--- src/sv/sat_pkg.sv ---
// shared types and constants for the segment address translator
package sat_pkg;

    localparam int ADDR_W = 64;
    localparam int APB_AW = 4;
    localparam int APB_DW = 32;

    localparam logic [5:0] SPACE_BITS_RESET       = 6'd36;
    localparam logic [3:0] ACTIVE_SEGS_RESET      = 4'd1;
    localparam logic       TRANSLATE_ENABLE_RESET = 1'b0;
    localparam logic [5:0] MIN_LOAD_WIDTH         = 6'd2;

    // register indexes, byte address is four times the index
    localparam logic [1:0] REG_SPACE_BITS       = 2'd0;
    localparam logic [1:0] REG_ACTIVE_SEGS      = 2'd1;
    localparam logic [1:0] REG_TRANSLATE_ENABLE = 2'd2;

    typedef enum logic [1:0] {
        MODE_LOAD  = 2'd0,
        MODE_FWD   = 2'd1,
        MODE_REV   = 2'd2,
        MODE_CHECK = 2'd3
    } mode_t;

    typedef enum logic [1:0] {
        ST_OK         = 2'd0,
        ST_INVALID    = 2'd1,
        ST_CHECK_FAIL = 2'd2
    } status_t;

    typedef struct packed {
        logic [5:0] space_bits;
        logic [3:0] active_segs;
        logic       translate_enable;
    } cfg_t;

    typedef struct packed {
        logic [ADDR_W-1:0] start;
        logic [ADDR_W-1:0] offset;
        logic              invalid;
    } seg_entry_t;

    localparam seg_entry_t SEG_RESET = '{start: '0, offset: '0, invalid: 1'b1};

endpackage

--- src/sv/sat_req_if.sv ---
// request channel: one segment load, translation or table check per beat
interface sat_req_if
    import sat_pkg::*;
();
    logic              valid;
    logic              ready;
    logic [1:0]        mode;
    logic [3:0]        seg_index;
    logic [ADDR_W-1:0] seg_start;
    logic [ADDR_W-1:0] seg_offset_raw;
    logic              seg_invalid;
    logic [ADDR_W-1:0] address_in;

    modport source (
        output valid, mode, seg_index, seg_start, seg_offset_raw, seg_invalid, address_in,
        input  ready
    );

    modport sink (
        input  valid, mode, seg_index, seg_start, seg_offset_raw, seg_invalid, address_in,
        output ready
    );
endinterface

--- src/sv/sat_rsp_if.sv ---
// response channel: translated address and status per beat
interface sat_rsp_if
    import sat_pkg::*;
();
    logic              valid;
    logic              ready;
    logic [ADDR_W-1:0] translated_addr;
    logic [1:0]        status;

    modport source (
        output valid, translated_addr, status,
        input  ready
    );

    modport sink (
        input  valid, translated_addr, status,
        output ready
    );
endinterface

--- src/sv/sat_apb.sv ---
// apb configuration registers
module sat_apb
    import sat_pkg::*;
(
    input  logic              clk,
    input  logic              rst_n,
    input  logic              psel,
    input  logic              penable,
    input  logic              pwrite,
    input  logic [APB_AW-1:0] paddr,
    input  logic [APB_DW-1:0] pwdata,
    output logic [APB_DW-1:0] prdata,
    output logic              pready,
    output cfg_t              cfg
);

    cfg_t cfg_reg;
    logic wr_strobe;

    assign pready    = 1'b1;
    assign wr_strobe = psel && penable && pwrite;
    assign cfg       = cfg_reg;

    always_ff @(posedge clk or negedge rst_n)
    begin
        if (!rst_n)
        begin
            cfg_reg.space_bits       <= SPACE_BITS_RESET;
            cfg_reg.active_segs      <= ACTIVE_SEGS_RESET;
            cfg_reg.translate_enable <= TRANSLATE_ENABLE_RESET;
        end
        else if (wr_strobe)
        begin
            unique case (paddr[3:2])
                REG_SPACE_BITS:       cfg_reg.space_bits       <= pwdata[5:0];
                REG_ACTIVE_SEGS:      cfg_reg.active_segs      <= pwdata[3:0];
                REG_TRANSLATE_ENABLE: cfg_reg.translate_enable <= pwdata[0];
                default:              ;
            endcase
        end
    end

    always_comb
    begin
        unique case (paddr[3:2])
            REG_SPACE_BITS:       prdata = {{(APB_DW-6){1'b0}}, cfg_reg.space_bits};
            REG_ACTIVE_SEGS:      prdata = {{(APB_DW-4){1'b0}}, cfg_reg.active_segs};
            REG_TRANSLATE_ENABLE: prdata = {{(APB_DW-1){1'b0}}, cfg_reg.translate_enable};
            default:              prdata = '0;
        endcase
    end

endmodule

--- src/sv/sat_alu.sv ---
// shared 64-bit adder / subtractor with unsigned less-than flag
module sat_alu
    import sat_pkg::*;
(
    input  logic [ADDR_W-1:0] x,
    input  logic [ADDR_W-1:0] y,
    input  logic              sub,
    output logic [ADDR_W-1:0] sum,
    output logic              lt
);

    logic [ADDR_W:0] full;

    assign full = {1'b0, x} + {1'b0, (sub ? ~y : y)} + {{ADDR_W{1'b0}}, sub};
    assign sum  = full[ADDR_W-1:0];
    // no carry out of x + ~y + 1 means x < y
    assign lt   = sub & ~full[ADDR_W];

endmodule

--- src/sv/sat_store.sv ---
// segment table memory with written bits and sentinel read-out
module sat_store
    import sat_pkg::*;
#(
    parameter  int SEGMENTS = 10,
    localparam int IDX_W    = $clog2(SEGMENTS + 1),
    localparam int MEM_AW   = (SEGMENTS > 1) ? $clog2(SEGMENTS) : 1
)
(
    input  logic              clk,
    input  logic              rst_n,
    input  logic              wr_en,
    input  logic [MEM_AW-1:0] wr_idx,
    input  seg_entry_t        wr_entry,
    input  logic [IDX_W-1:0]  rd_a_addr,
    input  logic [IDX_W-1:0]  rd_b_addr,
    input  logic [IDX_W-1:0]  used,
    input  logic [ADDR_W-1:0] top_addr,
    output seg_entry_t        rd_a,
    output seg_entry_t        rd_b
);

    seg_entry_t          mem [SEGMENTS];
    logic [SEGMENTS-1:0] written_reg;
    seg_entry_t          a_data_reg;
    seg_entry_t          b_data_reg;
    logic                a_hit_reg;
    logic                b_hit_reg;
    logic                a_written_reg;
    logic                b_written_reg;
    seg_entry_t          sentinel;

    always_ff @(posedge clk)
    begin
        if (wr_en)
        begin
            mem[wr_idx] <= wr_entry;
        end
        a_data_reg    <= mem[rd_a_addr[MEM_AW-1:0]];
        b_data_reg    <= mem[rd_b_addr[MEM_AW-1:0]];
        a_written_reg <= written_reg[rd_a_addr[MEM_AW-1:0]];
        b_written_reg <= written_reg[rd_b_addr[MEM_AW-1:0]];
        a_hit_reg     <= rd_a_addr < used;
        b_hit_reg     <= rd_b_addr < used;
    end

    always_ff @(posedge clk or negedge rst_n)
    begin
        if (!rst_n)
        begin
            written_reg <= '0;
        end
        else if (wr_en)
        begin
            written_reg[wr_idx] <= 1'b1;
        end
    end

    // entries past the used count read as the top-of-space marker
    assign sentinel = '{start: top_addr, offset: '0, invalid: 1'b1};

    assign rd_a = a_hit_reg ? (a_written_reg ? a_data_reg : SEG_RESET) : sentinel;
    assign rd_b = b_hit_reg ? (b_written_reg ? b_data_reg : SEG_RESET) : sentinel;

endmodule

--- src/sv/segment_address_translator.sv ---
// top level: segment table address translator with a shared adder under a sequencer
//
//  channel  | dir | beat content                                         | handshake
//  ---------+-----+------------------------------------------------------+-------------
//  req      | in  | mode, seg_index, seg_start, seg_offset_raw,          | valid/ready
//           |     | seg_invalid, address_in                              |
//  rsp      | out | translated_addr, status                              | valid/ready
//  apb      | in  | space_bits, active_segs, translate_enable            | psel/penable
//
//  one request at a time: a load goes from accept through S_LOAD and S_DONE to the response
//  register, a forward translation makes one compare per segment, a reverse translation
//  and a table check scan the used segments and, for the check, every pair of them;
//  all of it is paced by the single 64-bit adder and the table's two read ports
//  reset clears the written bits of the table at once, so no clearing sweep follows
//  a new request is taken while a finished response still waits in the output register;
//  the sequencer then holds its result until the output register frees up
module segment_address_translator
    import sat_pkg::*;
#(
    parameter int SEGMENTS = 10
)
(
    input  logic              clk,
    input  logic              rst_n,
    input  logic              psel,
    input  logic              penable,
    input  logic              pwrite,
    input  logic [APB_AW-1:0] paddr,
    input  logic [APB_DW-1:0] pwdata,
    output logic [APB_DW-1:0] prdata,
    output logic              pready,
    sat_req_if.sink           req,
    sat_rsp_if.source         rsp
);

    localparam int IDX_W  = $clog2(SEGMENTS + 1);
    localparam int MEM_AW = (SEGMENTS > 1) ? $clog2(SEGMENTS) : 1;
    localparam logic [IDX_W-1:0] IDX_ONE   = IDX_W'(1);
    localparam logic [IDX_W-1:0] SEG_COUNT = IDX_W'(SEGMENTS);

    typedef enum logic [18:0] {
        S_IDLE     = 19'b0000000000000000001,
        S_LOAD     = 19'b0000000000000000010,
        S_FWD      = 19'b0000000000000000100,
        S_FWD_ADD  = 19'b0000000000000001000,
        S_REV_LO   = 19'b0000000000000010000,
        S_REV_HI   = 19'b0000000000000100000,
        S_REV_CLO  = 19'b0000000000001000000,
        S_REV_CHI  = 19'b0000000000010000000,
        S_REV_SUB  = 19'b0000000000100000000,
        S_CHK_MONO = 19'b0000000001000000000,
        S_CHK_I    = 19'b0000000010000000000,
        S_CHK_IE   = 19'b0000000100000000000,
        S_CHK_J    = 19'b0000001000000000000,
        S_CHK_JE   = 19'b0000010000000000000,
        S_CHK_C1   = 19'b0000100000000000000,
        S_CHK_C2   = 19'b0001000000000000000,
        S_CHK_C3   = 19'b0010000000000000000,
        S_CHK_C4   = 19'b0100000000000000000,
        S_DONE     = 19'b1000000000000000000
    } state_t;

    // configuration
    cfg_t              cfg;
    logic [ADDR_W-1:0] top_addr;
    logic [ADDR_W-1:0] off_sign;
    logic [IDX_W-1:0]  used_count;
    logic              count_bad;

    // sequencer state
    state_t            state_reg, state_next;
    logic [IDX_W-1:0]  cur_reg, cur_next;
    logic [IDX_W-1:0]  i_reg, i_next;
    logic [IDX_W-1:0]  n_reg, n_next;
    logic              le_reg, le_next;
    logic              seen_reg, seen_next;
    logic              cmp_reg, cmp_next;
    logic              sep_reg, sep_next;
    logic [ADDR_W-1:0] lo_reg, lo_next;
    logic [ADDR_W-1:0] hi_reg, hi_next;
    logic [ADDR_W-1:0] blo_reg, blo_next;
    logic [ADDR_W-1:0] bhi_reg, bhi_next;
    logic [ADDR_W-1:0] res_reg, res_next;
    status_t           status_reg, status_next;

    // captured request beat
    logic [3:0]        idx_reg;
    logic [ADDR_W-1:0] start_reg;
    logic [ADDR_W-1:0] raw_reg;
    logic              inv_reg;
    logic [ADDR_W-1:0] addr_reg;

    // output register
    logic              out_valid_reg;
    logic [ADDR_W-1:0] out_addr_reg;
    status_t           out_status_reg;
    logic              out_load;

    // shared adder and table
    logic [ADDR_W-1:0] alu_x, alu_y, alu_sum;
    logic              alu_sub, alu_lt;
    logic              wr_en;
    seg_entry_t        wr_entry;
    seg_entry_t        rd_a, rd_b;

    logic              accept;
    logic [IDX_W-1:0]  last_idx;
    logic              cur_last;
    logic [IDX_W-1:0]  cur_inc;
    logic [IDX_W-1:0]  i_inc;
    logic              i_done;

    sat_apb u_apb (
        .clk     (clk),
        .rst_n   (rst_n),
        .psel    (psel),
        .penable (penable),
        .pwrite  (pwrite),
        .paddr   (paddr),
        .pwdata  (pwdata),
        .prdata  (prdata),
        .pready  (pready),
        .cfg     (cfg)
    );

    sat_alu u_alu (
        .x   (alu_x),
        .y   (alu_y),
        .sub (alu_sub),
        .sum (alu_sum),
        .lt  (alu_lt)
    );

    // read ports are addressed with the next index, so the registered data
    // always belongs to cur_reg (port a) and cur_reg + 1 (port b)
    sat_store #(
        .SEGMENTS (SEGMENTS)
    ) u_store (
        .clk       (clk),
        .rst_n     (rst_n),
        .wr_en     (wr_en),
        .wr_idx    (idx_reg[MEM_AW-1:0]),
        .wr_entry  (wr_entry),
        .rd_a_addr (cur_next),
        .rd_b_addr (cur_next + IDX_ONE),
        .used      (n_next),
        .top_addr  (top_addr),
        .rd_a      (rd_a),
        .rd_b      (rd_b)
    );

    // top of the address space and the offset sign bit
    assign top_addr = ADDR_W'(1) << cfg.space_bits;
    assign off_sign = ADDR_W'(1) << (cfg.space_bits - 6'd1);

    always_comb
    begin
        if (int'(cfg.active_segs) > SEGMENTS)
        begin
            used_count = SEG_COUNT;
        end
        else
        begin
            used_count = IDX_W'(cfg.active_segs);
        end
    end

    assign count_bad = (cfg.active_segs == 4'd0) || (int'(cfg.active_segs) > SEGMENTS);

    assign req.ready = (state_reg == S_IDLE);
    assign accept    = req.valid && req.ready;

    assign last_idx = n_reg - IDX_ONE;
    assign cur_last = (cur_reg == last_idx);
    assign cur_inc  = cur_reg + IDX_ONE;
    assign i_inc    = i_reg + IDX_ONE;
    // outer check index runs up to the second-last segment
    assign i_done   = (i_inc == last_idx);

    // segment zero always starts at address zero
    assign wr_entry = '{start:   (idx_reg == 4'd0) ? '0 : start_reg,
                        offset:  alu_sum,
                        invalid: inv_reg};

    always_comb
    begin
        state_next  = state_reg;
        cur_next    = cur_reg;
        i_next      = i_reg;
        n_next      = n_reg;
        le_next     = le_reg;
        seen_next   = seen_reg;
        cmp_next    = cmp_reg;
        sep_next    = sep_reg;
        lo_next     = lo_reg;
        hi_next     = hi_reg;
        blo_next    = blo_reg;
        bhi_next    = bhi_reg;
        res_next    = res_reg;
        status_next = status_reg;
        alu_x       = '0;
        alu_y       = '0;
        alu_sub     = 1'b0;
        wr_en       = 1'b0;

        unique case (state_reg)
            S_IDLE:
            begin
                if (accept)
                begin
                    n_next      = used_count;
                    cur_next    = '0;
                    i_next      = '0;
                    res_next    = '0;
                    status_next = ST_OK;
                    // segment zero starts at zero, so it always lies at or below the address
                    le_next     = 1'b1;
                    seen_next   = 1'b0;
                    unique case (mode_t'(req.mode))
                        MODE_LOAD:
                        begin
                            state_next = S_LOAD;
                        end
                        MODE_FWD:
                        begin
                            if (!cfg.translate_enable)
                            begin
                                res_next   = req.address_in;
                                state_next = S_DONE;
                            end
                            else if (used_count == '0)
                            begin
                                status_next = ST_INVALID;
                                state_next  = S_DONE;
                            end
                            else
                            begin
                                state_next = S_FWD;
                            end
                        end
                        MODE_REV:
                        begin
                            if (used_count == '0)
                            begin
                                status_next = ST_INVALID;
                                state_next  = S_DONE;
                            end
                            else
                            begin
                                state_next = S_REV_LO;
                            end
                        end
                        MODE_CHECK:
                        begin
                            if (count_bad)
                            begin
                                status_next = ST_CHECK_FAIL;
                                state_next  = S_DONE;
                            end
                            else
                            begin
                                state_next = S_CHK_MONO;
                            end
                        end
                    endcase
                end
            end

            S_LOAD:
            begin
                // sign extension: (raw ^ s) - s
                alu_x      = raw_reg ^ off_sign;
                alu_y      = off_sign;
                alu_sub    = 1'b1;
                wr_en      = (cfg.space_bits >= MIN_LOAD_WIDTH) && (int'(idx_reg) < SEGMENTS);
                state_next = S_DONE;
            end

            S_FWD:
            begin
                // address below the next start, and le_reg says at or above this start
                alu_x   = addr_reg;
                alu_y   = rd_b.start;
                alu_sub = 1'b1;
                if (le_reg && alu_lt)
                begin
                    if (rd_a.invalid)
                    begin
                        status_next = ST_INVALID;
                        state_next  = S_DONE;
                    end
                    else
                    begin
                        state_next = S_FWD_ADD;
                    end
                end
                else if (cur_last)
                begin
                    status_next = ST_INVALID;
                    state_next  = S_DONE;
                end
                else
                begin
                    le_next  = !alu_lt;
                    cur_next = cur_inc;
                end
            end

            S_FWD_ADD:
            begin
                alu_x      = addr_reg;
                alu_y      = rd_a.offset;
                res_next   = alu_sum;
                state_next = S_DONE;
            end

            S_REV_LO:
            begin
                alu_x = rd_a.start;
                alu_y = rd_a.offset;
                if (rd_a.invalid)
                begin
                    if (cur_last)
                    begin
                        status_next = ST_INVALID;
                        state_next  = S_DONE;
                    end
                    else
                    begin
                        cur_next = cur_inc;
                    end
                end
                else
                begin
                    lo_next    = alu_sum;
                    state_next = S_REV_HI;
                end
            end

            S_REV_HI:
            begin
                alu_x      = rd_b.start;
                alu_y      = rd_a.offset;
                hi_next    = alu_sum;
                state_next = S_REV_CLO;
            end

            S_REV_CLO:
            begin
                alu_x   = addr_reg;
                alu_y   = lo_reg;
                alu_sub = 1'b1;
                if (!alu_lt)
                begin
                    state_next = S_REV_CHI;
                end
                else if (cur_last)
                begin
                    status_next = ST_INVALID;
                    state_next  = S_DONE;
                end
                else
                begin
                    cur_next   = cur_inc;
                    state_next = S_REV_LO;
                end
            end

            S_REV_CHI:
            begin
                alu_x   = addr_reg;
                alu_y   = hi_reg;
                alu_sub = 1'b1;
                if (alu_lt)
                begin
                    state_next = S_REV_SUB;
                end
                else if (cur_last)
                begin
                    status_next = ST_INVALID;
                    state_next  = S_DONE;
                end
                else
                begin
                    cur_next   = cur_inc;
                    state_next = S_REV_LO;
                end
            end

            S_REV_SUB:
            begin
                alu_x       = addr_reg;
                alu_y       = rd_a.offset;
                alu_sub     = 1'b1;
                res_next    = alu_sum;
                status_next = ST_OK;
                state_next  = S_DONE;
            end

            S_CHK_MONO:
            begin
                // start order; the last segment only counts once a valid one came before
                alu_x   = rd_a.start;
                alu_y   = rd_b.start;
                alu_sub = 1'b1;
                if (!rd_a.invalid && !alu_lt && (!cur_last || seen_reg))
                begin
                    status_next = ST_CHECK_FAIL;
                    state_next  = S_DONE;
                end
                else if (cur_last)
                begin
                    if (n_reg == IDX_ONE)
                    begin
                        state_next = S_DONE;
                    end
                    else
                    begin
                        cur_next   = '0;
                        i_next     = '0;
                        state_next = S_CHK_I;
                    end
                end
                else
                begin
                    seen_next = seen_reg | !rd_a.invalid;
                    cur_next  = cur_inc;
                end
            end

            S_CHK_I:
            begin
                alu_x = rd_a.start;
                alu_y = rd_a.offset;
                if (rd_a.invalid)
                begin
                    if (i_done)
                    begin
                        state_next = S_DONE;
                    end
                    else
                    begin
                        i_next   = i_inc;
                        cur_next = i_inc;
                    end
                end
                else
                begin
                    blo_next   = alu_sum;
                    state_next = S_CHK_IE;
                end
            end

            S_CHK_IE:
            begin
                alu_x      = rd_b.start;
                alu_y      = rd_a.offset;
                bhi_next   = alu_sum;
                cur_next   = i_inc;
                state_next = S_CHK_J;
            end

            S_CHK_J:
            begin
                alu_x = rd_a.start;
                alu_y = rd_a.offset;
                if (rd_a.invalid)
                begin
                    if (!cur_last)
                    begin
                        cur_next = cur_inc;
                    end
                    else if (i_done)
                    begin
                        state_next = S_DONE;
                    end
                    else
                    begin
                        i_next     = i_inc;
                        cur_next   = i_inc;
                        state_next = S_CHK_I;
                    end
                end
                else
                begin
                    lo_next    = alu_sum;
                    state_next = S_CHK_JE;
                end
            end

            S_CHK_JE:
            begin
                alu_x      = rd_b.start;
                alu_y      = rd_a.offset;
                hi_next    = alu_sum;
                state_next = S_CHK_C1;
            end

            S_CHK_C1:
            begin
                // outer base below inner base
                alu_x      = blo_reg;
                alu_y      = lo_reg;
                alu_sub    = 1'b1;
                cmp_next   = alu_lt;
                state_next = S_CHK_C2;
            end

            S_CHK_C2:
            begin
                // outer end at or below inner base
                alu_x      = lo_reg;
                alu_y      = bhi_reg;
                alu_sub    = 1'b1;
                sep_next   = cmp_reg && !alu_lt;
                state_next = S_CHK_C3;
            end

            S_CHK_C3:
            begin
                // inner base below outer base
                alu_x      = lo_reg;
                alu_y      = blo_reg;
                alu_sub    = 1'b1;
                cmp_next   = alu_lt;
                state_next = S_CHK_C4;
            end

            S_CHK_C4:
            begin
                // inner end at or below outer base
                alu_x   = blo_reg;
                alu_y   = hi_reg;
                alu_sub = 1'b1;
                if (!(sep_reg || (cmp_reg && !alu_lt)))
                begin
                    status_next = ST_CHECK_FAIL;
                    state_next  = S_DONE;
                end
                else if (!cur_last)
                begin
                    cur_next   = cur_inc;
                    state_next = S_CHK_J;
                end
                else if (i_done)
                begin
                    state_next = S_DONE;
                end
                else
                begin
                    i_next     = i_inc;
                    cur_next   = i_inc;
                    state_next = S_CHK_I;
                end
            end

            S_DONE:
            begin
                if (!out_valid_reg || rsp.ready)
                begin
                    state_next = S_IDLE;
                end
            end

            default:
            begin
                state_next = S_IDLE;
            end
        endcase
    end

    always_ff @(posedge clk or negedge rst_n)
    begin
        if (!rst_n)
        begin
            state_reg <= S_IDLE;
            cur_reg   <= '0;
            i_reg     <= '0;
            n_reg     <= '0;
            le_reg    <= 1'b0;
            seen_reg  <= 1'b0;
            cmp_reg   <= 1'b0;
            sep_reg   <= 1'b0;
        end
        else
        begin
            state_reg <= state_next;
            cur_reg   <= cur_next;
            i_reg     <= i_next;
            n_reg     <= n_next;
            le_reg    <= le_next;
            seen_reg  <= seen_next;
            cmp_reg   <= cmp_next;
            sep_reg   <= sep_next;
        end
    end

    // datapath registers, no reset needed
    always_ff @(posedge clk)
    begin
        lo_reg     <= lo_next;
        hi_reg     <= hi_next;
        blo_reg    <= blo_next;
        bhi_reg    <= bhi_next;
        res_reg    <= res_next;
        status_reg <= status_next;
        if (accept)
        begin
            idx_reg   <= req.seg_index;
            start_reg <= req.seg_start;
            raw_reg   <= req.seg_offset_raw;
            inv_reg   <= req.seg_invalid;
            addr_reg  <= req.address_in;
        end
    end

    // response register: filled from the finished result, drained by the sink
    assign out_load = (state_reg == S_DONE) && (!out_valid_reg || rsp.ready);

    always_ff @(posedge clk or negedge rst_n)
    begin
        if (!rst_n)
        begin
            out_valid_reg <= 1'b0;
        end
        else if (out_load)
        begin
            out_valid_reg <= 1'b1;
        end
        else if (rsp.ready)
        begin
            out_valid_reg <= 1'b0;
        end
    end

    always_ff @(posedge clk)
    begin
        if (out_load)
        begin
            out_addr_reg   <= res_reg;
            out_status_reg <= status_reg;
        end
    end

    assign rsp.valid           = out_valid_reg;
    assign rsp.translated_addr = out_addr_reg;
    assign rsp.status          = out_status_reg;

    // an accepted request always leaves idle on the next cycle
    a_accept_busy: assert property (@(posedge clk) disable iff (!rst_n)
        accept |=> (state_reg != S_IDLE))
        else $error("accepted request did not start the sequencer");

    // scanning never reads past the used segments
    a_scan_in_range: assert property (@(posedge clk) disable iff (!rst_n)
        (state_reg == S_FWD || state_reg == S_REV_LO || state_reg == S_CHK_MONO)
            |-> (cur_reg < n_reg))
        else $error("segment scan index beyond used count");

    // inner check index stays above the outer one
    a_pair_order: assert property (@(posedge clk) disable iff (!rst_n)
        (state_reg == S_CHK_J) |-> (i_reg < cur_reg))
        else $error("table check pair out of order");

    // a failed beat carries a zero address
    a_fail_zero: assert property (@(posedge clk) disable iff (!rst_n)
        (rsp.valid && (rsp.status != ST_OK)) |-> (rsp.translated_addr == '0))
        else $error("non-zero address on failed response");

endmodule
--- src/flat_wrapper.sv ---
// flat-port wrapper written by rule: the top's interface ports become plain ports
module segment_address_translator_flat import sat_pkg::*;
#(
    parameter int SEGMENTS = 10
)
  (clk, rst_n, psel, penable, pwrite, paddr, pwdata, prdata, pready, req_valid, req_mode, req_seg_index, req_seg_start, req_seg_offset_raw, req_seg_invalid, req_address_in, req_ready, rsp_valid, rsp_translated_addr, rsp_status, rsp_ready);
  sat_req_if req_i ();
  sat_rsp_if rsp_i ();
  input  logic clk;
  input  logic rst_n;
  input  logic psel;
  input  logic penable;
  input  logic pwrite;
  input  logic [APB_AW-1:0] paddr;
  input  logic [APB_DW-1:0] pwdata;
  output logic [APB_DW-1:0] prdata;
  output logic pready;
  input wire logic [$bits(req_i.valid)-1:0] req_valid;
  input wire logic [$bits(req_i.mode)-1:0] req_mode;
  input wire logic [$bits(req_i.seg_index)-1:0] req_seg_index;
  input wire logic [$bits(req_i.seg_start)-1:0] req_seg_start;
  input wire logic [$bits(req_i.seg_offset_raw)-1:0] req_seg_offset_raw;
  input wire logic [$bits(req_i.seg_invalid)-1:0] req_seg_invalid;
  input wire logic [$bits(req_i.address_in)-1:0] req_address_in;
  output wire logic [$bits(req_i.ready)-1:0] req_ready;
  output wire logic [$bits(rsp_i.valid)-1:0] rsp_valid;
  output wire logic [$bits(rsp_i.translated_addr)-1:0] rsp_translated_addr;
  output wire logic [$bits(rsp_i.status)-1:0] rsp_status;
  input wire logic [$bits(rsp_i.ready)-1:0] rsp_ready;
  assign req_i.valid = req_valid;
  assign req_i.mode = req_mode;
  assign req_i.seg_index = req_seg_index;
  assign req_i.seg_start = req_seg_start;
  assign req_i.seg_offset_raw = req_seg_offset_raw;
  assign req_i.seg_invalid = req_seg_invalid;
  assign req_i.address_in = req_address_in;
  assign req_ready = req_i.ready;
  assign rsp_valid = rsp_i.valid;
  assign rsp_translated_addr = rsp_i.translated_addr;
  assign rsp_status = rsp_i.status;
  assign rsp_i.ready = rsp_ready;
  segment_address_translator #(.SEGMENTS(SEGMENTS)) u_core (.clk(clk), .rst_n(rst_n), .psel(psel), .penable(penable), .pwrite(pwrite), .paddr(paddr), .pwdata(pwdata), .prdata(prdata), .pready(pready), .req(req_i), .rsp(rsp_i));
endmodule
--- config.mk ---
export PLATFORM = sky130hd
export DESIGN_NAME = segment_address_translator_flat
export DESIGN_NICKNAME = d
export VERILOG_FILES = /design/src/sv/sat_pkg.sv /design/src/sv/sat_req_if.sv /design/src/sv/sat_rsp_if.sv /design/src/sv/sat_apb.sv /design/src/sv/sat_alu.sv /design/src/sv/sat_store.sv /design/src/sv/segment_address_translator.sv /design/src/flat_wrapper.sv
export SDC_FILE = /design/constraint.sdc
export NUM_CORES = 2
export LEC_CHECK = 0
export BUFFER_PORTS_ARGS = -buffer_cell sky130_fd_sc_hd__buf_2
export CELL_PAD_IN_SITES_DETAIL_PLACEMENT = 0
export CELL_PAD_IN_SITES_GLOBAL_PLACEMENT = 1
export CORE_ASPECT_RATIO = 1.2
export CORE_UTILIZATION = 40
export DETAILED_ROUTE_END_ITERATION = 7
export GPL_ROUTABILITY_DRIVEN = 0
export PLACE_DENSITY_LB_ADDON = 0.05
export SYNTH_ARGS = -nofsm -noshare
export SYNTH_HDL_FRONTEND = slang
export SYNTH_SLANG_ARGS = --single-unit
--- constraint.sdc ---
create_clock -name clk -period 32.7 [get_ports clk]
set_clock_uncertainty 0.05 [all_clocks]
set_input_delay 1.635 -clock clk [delete_from_list [all_inputs] [get_ports clk]]
set_output_delay 1.635 -clock clk [all_outputs]
set_load 0.05 [all_outputs]
==> metrics.txt <==
critical path arrival 14.86 ns; critical path endpoint category register; post-synth top area share 59.8%; final worst slack 18.48 ns; worst-path cell with the longest stage delay nor4_1; Die W 445 microns; Num CTS Buffers 229; # nets final 7226; core area 0.234 sq mm; clock latency on the worst-skew pair 0.90 ns; post-CTS sizing 0; Hold WC Path Type register to register; final setup fails 0; first-pass GRT wire length 439000 microns; Final Instance Area 0.107 sq mm; via/cell ratio 5.75; Synth Instances 6619; area leader, netlist edfxtp_1; Setup TNS 0 ns; Async S/R FF share, synth 2.68%; synth unique cells 91; H-tree Lvls 4; crit share post-route 43.5%; Post-Route WL 314000 microns; Worst IR Drop VDD 0.000140 V; pre-CTS setup slack 18.49 ns; Power Density 92.0 mW/mm^2; yosys warns 0; Tot GR Track Use 25.9%; initial antenna violation count 19; most frequent cells in the layout 1875 x edfxtp_1, 915 x mux2i_1, 812 x nand2_1; drt wl/cell 30.7 microns; maximum clock path buffer count 4; Final ANT Viol Nets 0; initial core utilization 40.3%; Main synth FF type edfxtp_1; sequential area share after synthesis 65.5%; Critical Path RT 33.34 ns; Vias 58866; clock root buffer clkbuf_16; Max FO, Critical Path 119; worst setup path class register to register; violated checks design-rule violations; critical path's largest stage delay 0.97 ns; status complete, but fails checks; global route overflow 0; Die ar. 0.237 sq mm; final core utilization 45.8%; layout cells sized above 1 14.9%; initial drt markers 5814; worst r2r path cells 29; Layout area overhead 13.5%; Achievable Freq 70.3 MHz; top post-synthesis cells by area edfxtp_1 60%, mux2i_1 9.7%, dfxtp_1 4.2%, nand2_1 3.2%, mux4_2 3.1%; # hold bufs at CTS 0; commonest non-fill, non-tap cell in the layout edfxtp_1; Seq cells post-synth 2129; Synth Cell Area 0.0942 sq mm; Lkg Pwr 37.1 nW; drt pass-1 iters 8; vias in the first global route 58397; Final HPWL DP 203000 microns; Max-cap violations 0; RSZ-0062 raised after global routing false; CTS tree built; Min-Delay Path Depth 0; fill count 20880; Residual DRC 3; fin. max-slew vios 0; clock sinks 2129; Fin. Hold Viols 0; Die Span Y 534 microns; placed inst area 0.0993 sq mm; CP startpoint kind register; Clock transition at path regs 0.06 ns; Post-synth EDFFs 1875; Port Buf Inserts 287; Mean Syn Cell Area 14.2 sq um; # IOs 343; crit path time final 14.22 ns; setup bufs post-CTS 0; relative slew slack 8.94%; pin count of the biggest net entering global routing 123; Worst-Margin Slew 1.36 ns; Row Count 194; number of flip-flops in the largest register 1290
## metrics by stage
stage | total power, mW | instances | hold slack [ns]
4_1_cts | 9.92 | 10233 | 0.367
2_1_floorplan | 6.13 | 6644 | 0.350
3_3_place_gp | 7.24 | 9812 | 0.352
3_5_place_dp | 7.27 | 9812 | 0.355
6_report | 9.83 | 10238 | 0.367
5_1_grt | 10.3 | 10235 | 0.372
## report_power, final
part	leakage [nW]	total [mW]	switching [mW]	internal, mW
Sequential	19.6	3.89	0.259	3.63
Combinational	13.8	3.30	2.13	1.17
Clock	3.72	2.64	1.08	1.56
## cell type report
type                       count  area, sq um  share of cell area [%]
sequential                  2129        61700                    57.7
timing repair buffer         479         2990                    2.80
antenna                        5         12.5                  0.0117
inverter                      40          173                   0.161
tap                         3136         3920                    3.67
clock buffer                 313         6330                    5.92
multi-input combinational   4028        30500                    28.6
clock inverter               108         1270                    1.19
## worst paths after layout
check | start | end | slack, ns
worst max-delay path | u_core.state_reg[1] | u_core.u_store.b_data_reg[95] | 18.48
worst min-delay path | u_core.res_reg[38] | u_core.rsp.translated_addr[38] | 0.37
worst max register to register | u_core.state_reg[1] | u_core.u_store.b_data_reg[95] | 18.48
worst min register to register | u_core.res_reg[38] | u_core.rsp.translated_addr[38] | 0.37
max in group asynchronous | rst_n | u_core.state_reg[15] | 31.15
min in group asynchronous | rst_n | u_core.u_apb.cfg[6] | 0.90
## kinds of logic after synthesis
kind of cell	after synthesis	synth area share [%]
AO/OA/AOI/OAI	1276	9.42
buffers and inverters	487	2.51
AND/OR/NAND/NOR	1386	6.65
multiplexers	1058	13.0
XOR/XNOR	204	1.90
adder cells (fa/ha/maj)	77	1.03
flip-flops	2129	65.5
other	2	0.00797
## critical path: cells and delay by family, from the launching register on
kind	cells	cell delay, ns
multiplexers	1	0.58
adder cells (fa/ha/maj)	1	0.51
AO/OA/AOI/OAI	12	4.58
AND/OR/NAND/NOR	9	3.75
flip-flops	1	0.42
buffers and inverters	6	3.61
## synth_stat cells (all sizes together) (21+ instances only)
cell,n
a222oi,73
dfrtp,53
a22o,93
nand3,48
a21o,54
mux2i,916
clkbuf,260
nor2,169
a211oi,81
a21oi,173
buf,187
a31oi,78
mux4,130
ha,76
edfxtp,1875
or2,21
nor3,40
inv,40
a221oi,42
o21ai,272
nand4,32
nor2b,143
o211ai,73
nand2,814
xor2,56
nand2b,28
xnor2,148
a22oi,204
dfxtp,197
## metal layers
metal | up-vias | part of all wire [%] | GRT usage [%]
met3 | 521 | 5.9 | 3.96
met4 | 6 | 4.8 | 11.1
met5 | - | 0.011 | 0
met1 | 30233 | 42 | 33.9
li1 | 26116 | - | -
met2 | 1990 | 47 | 42.7
Note: power is estimated with default switching activity, not from simulation.
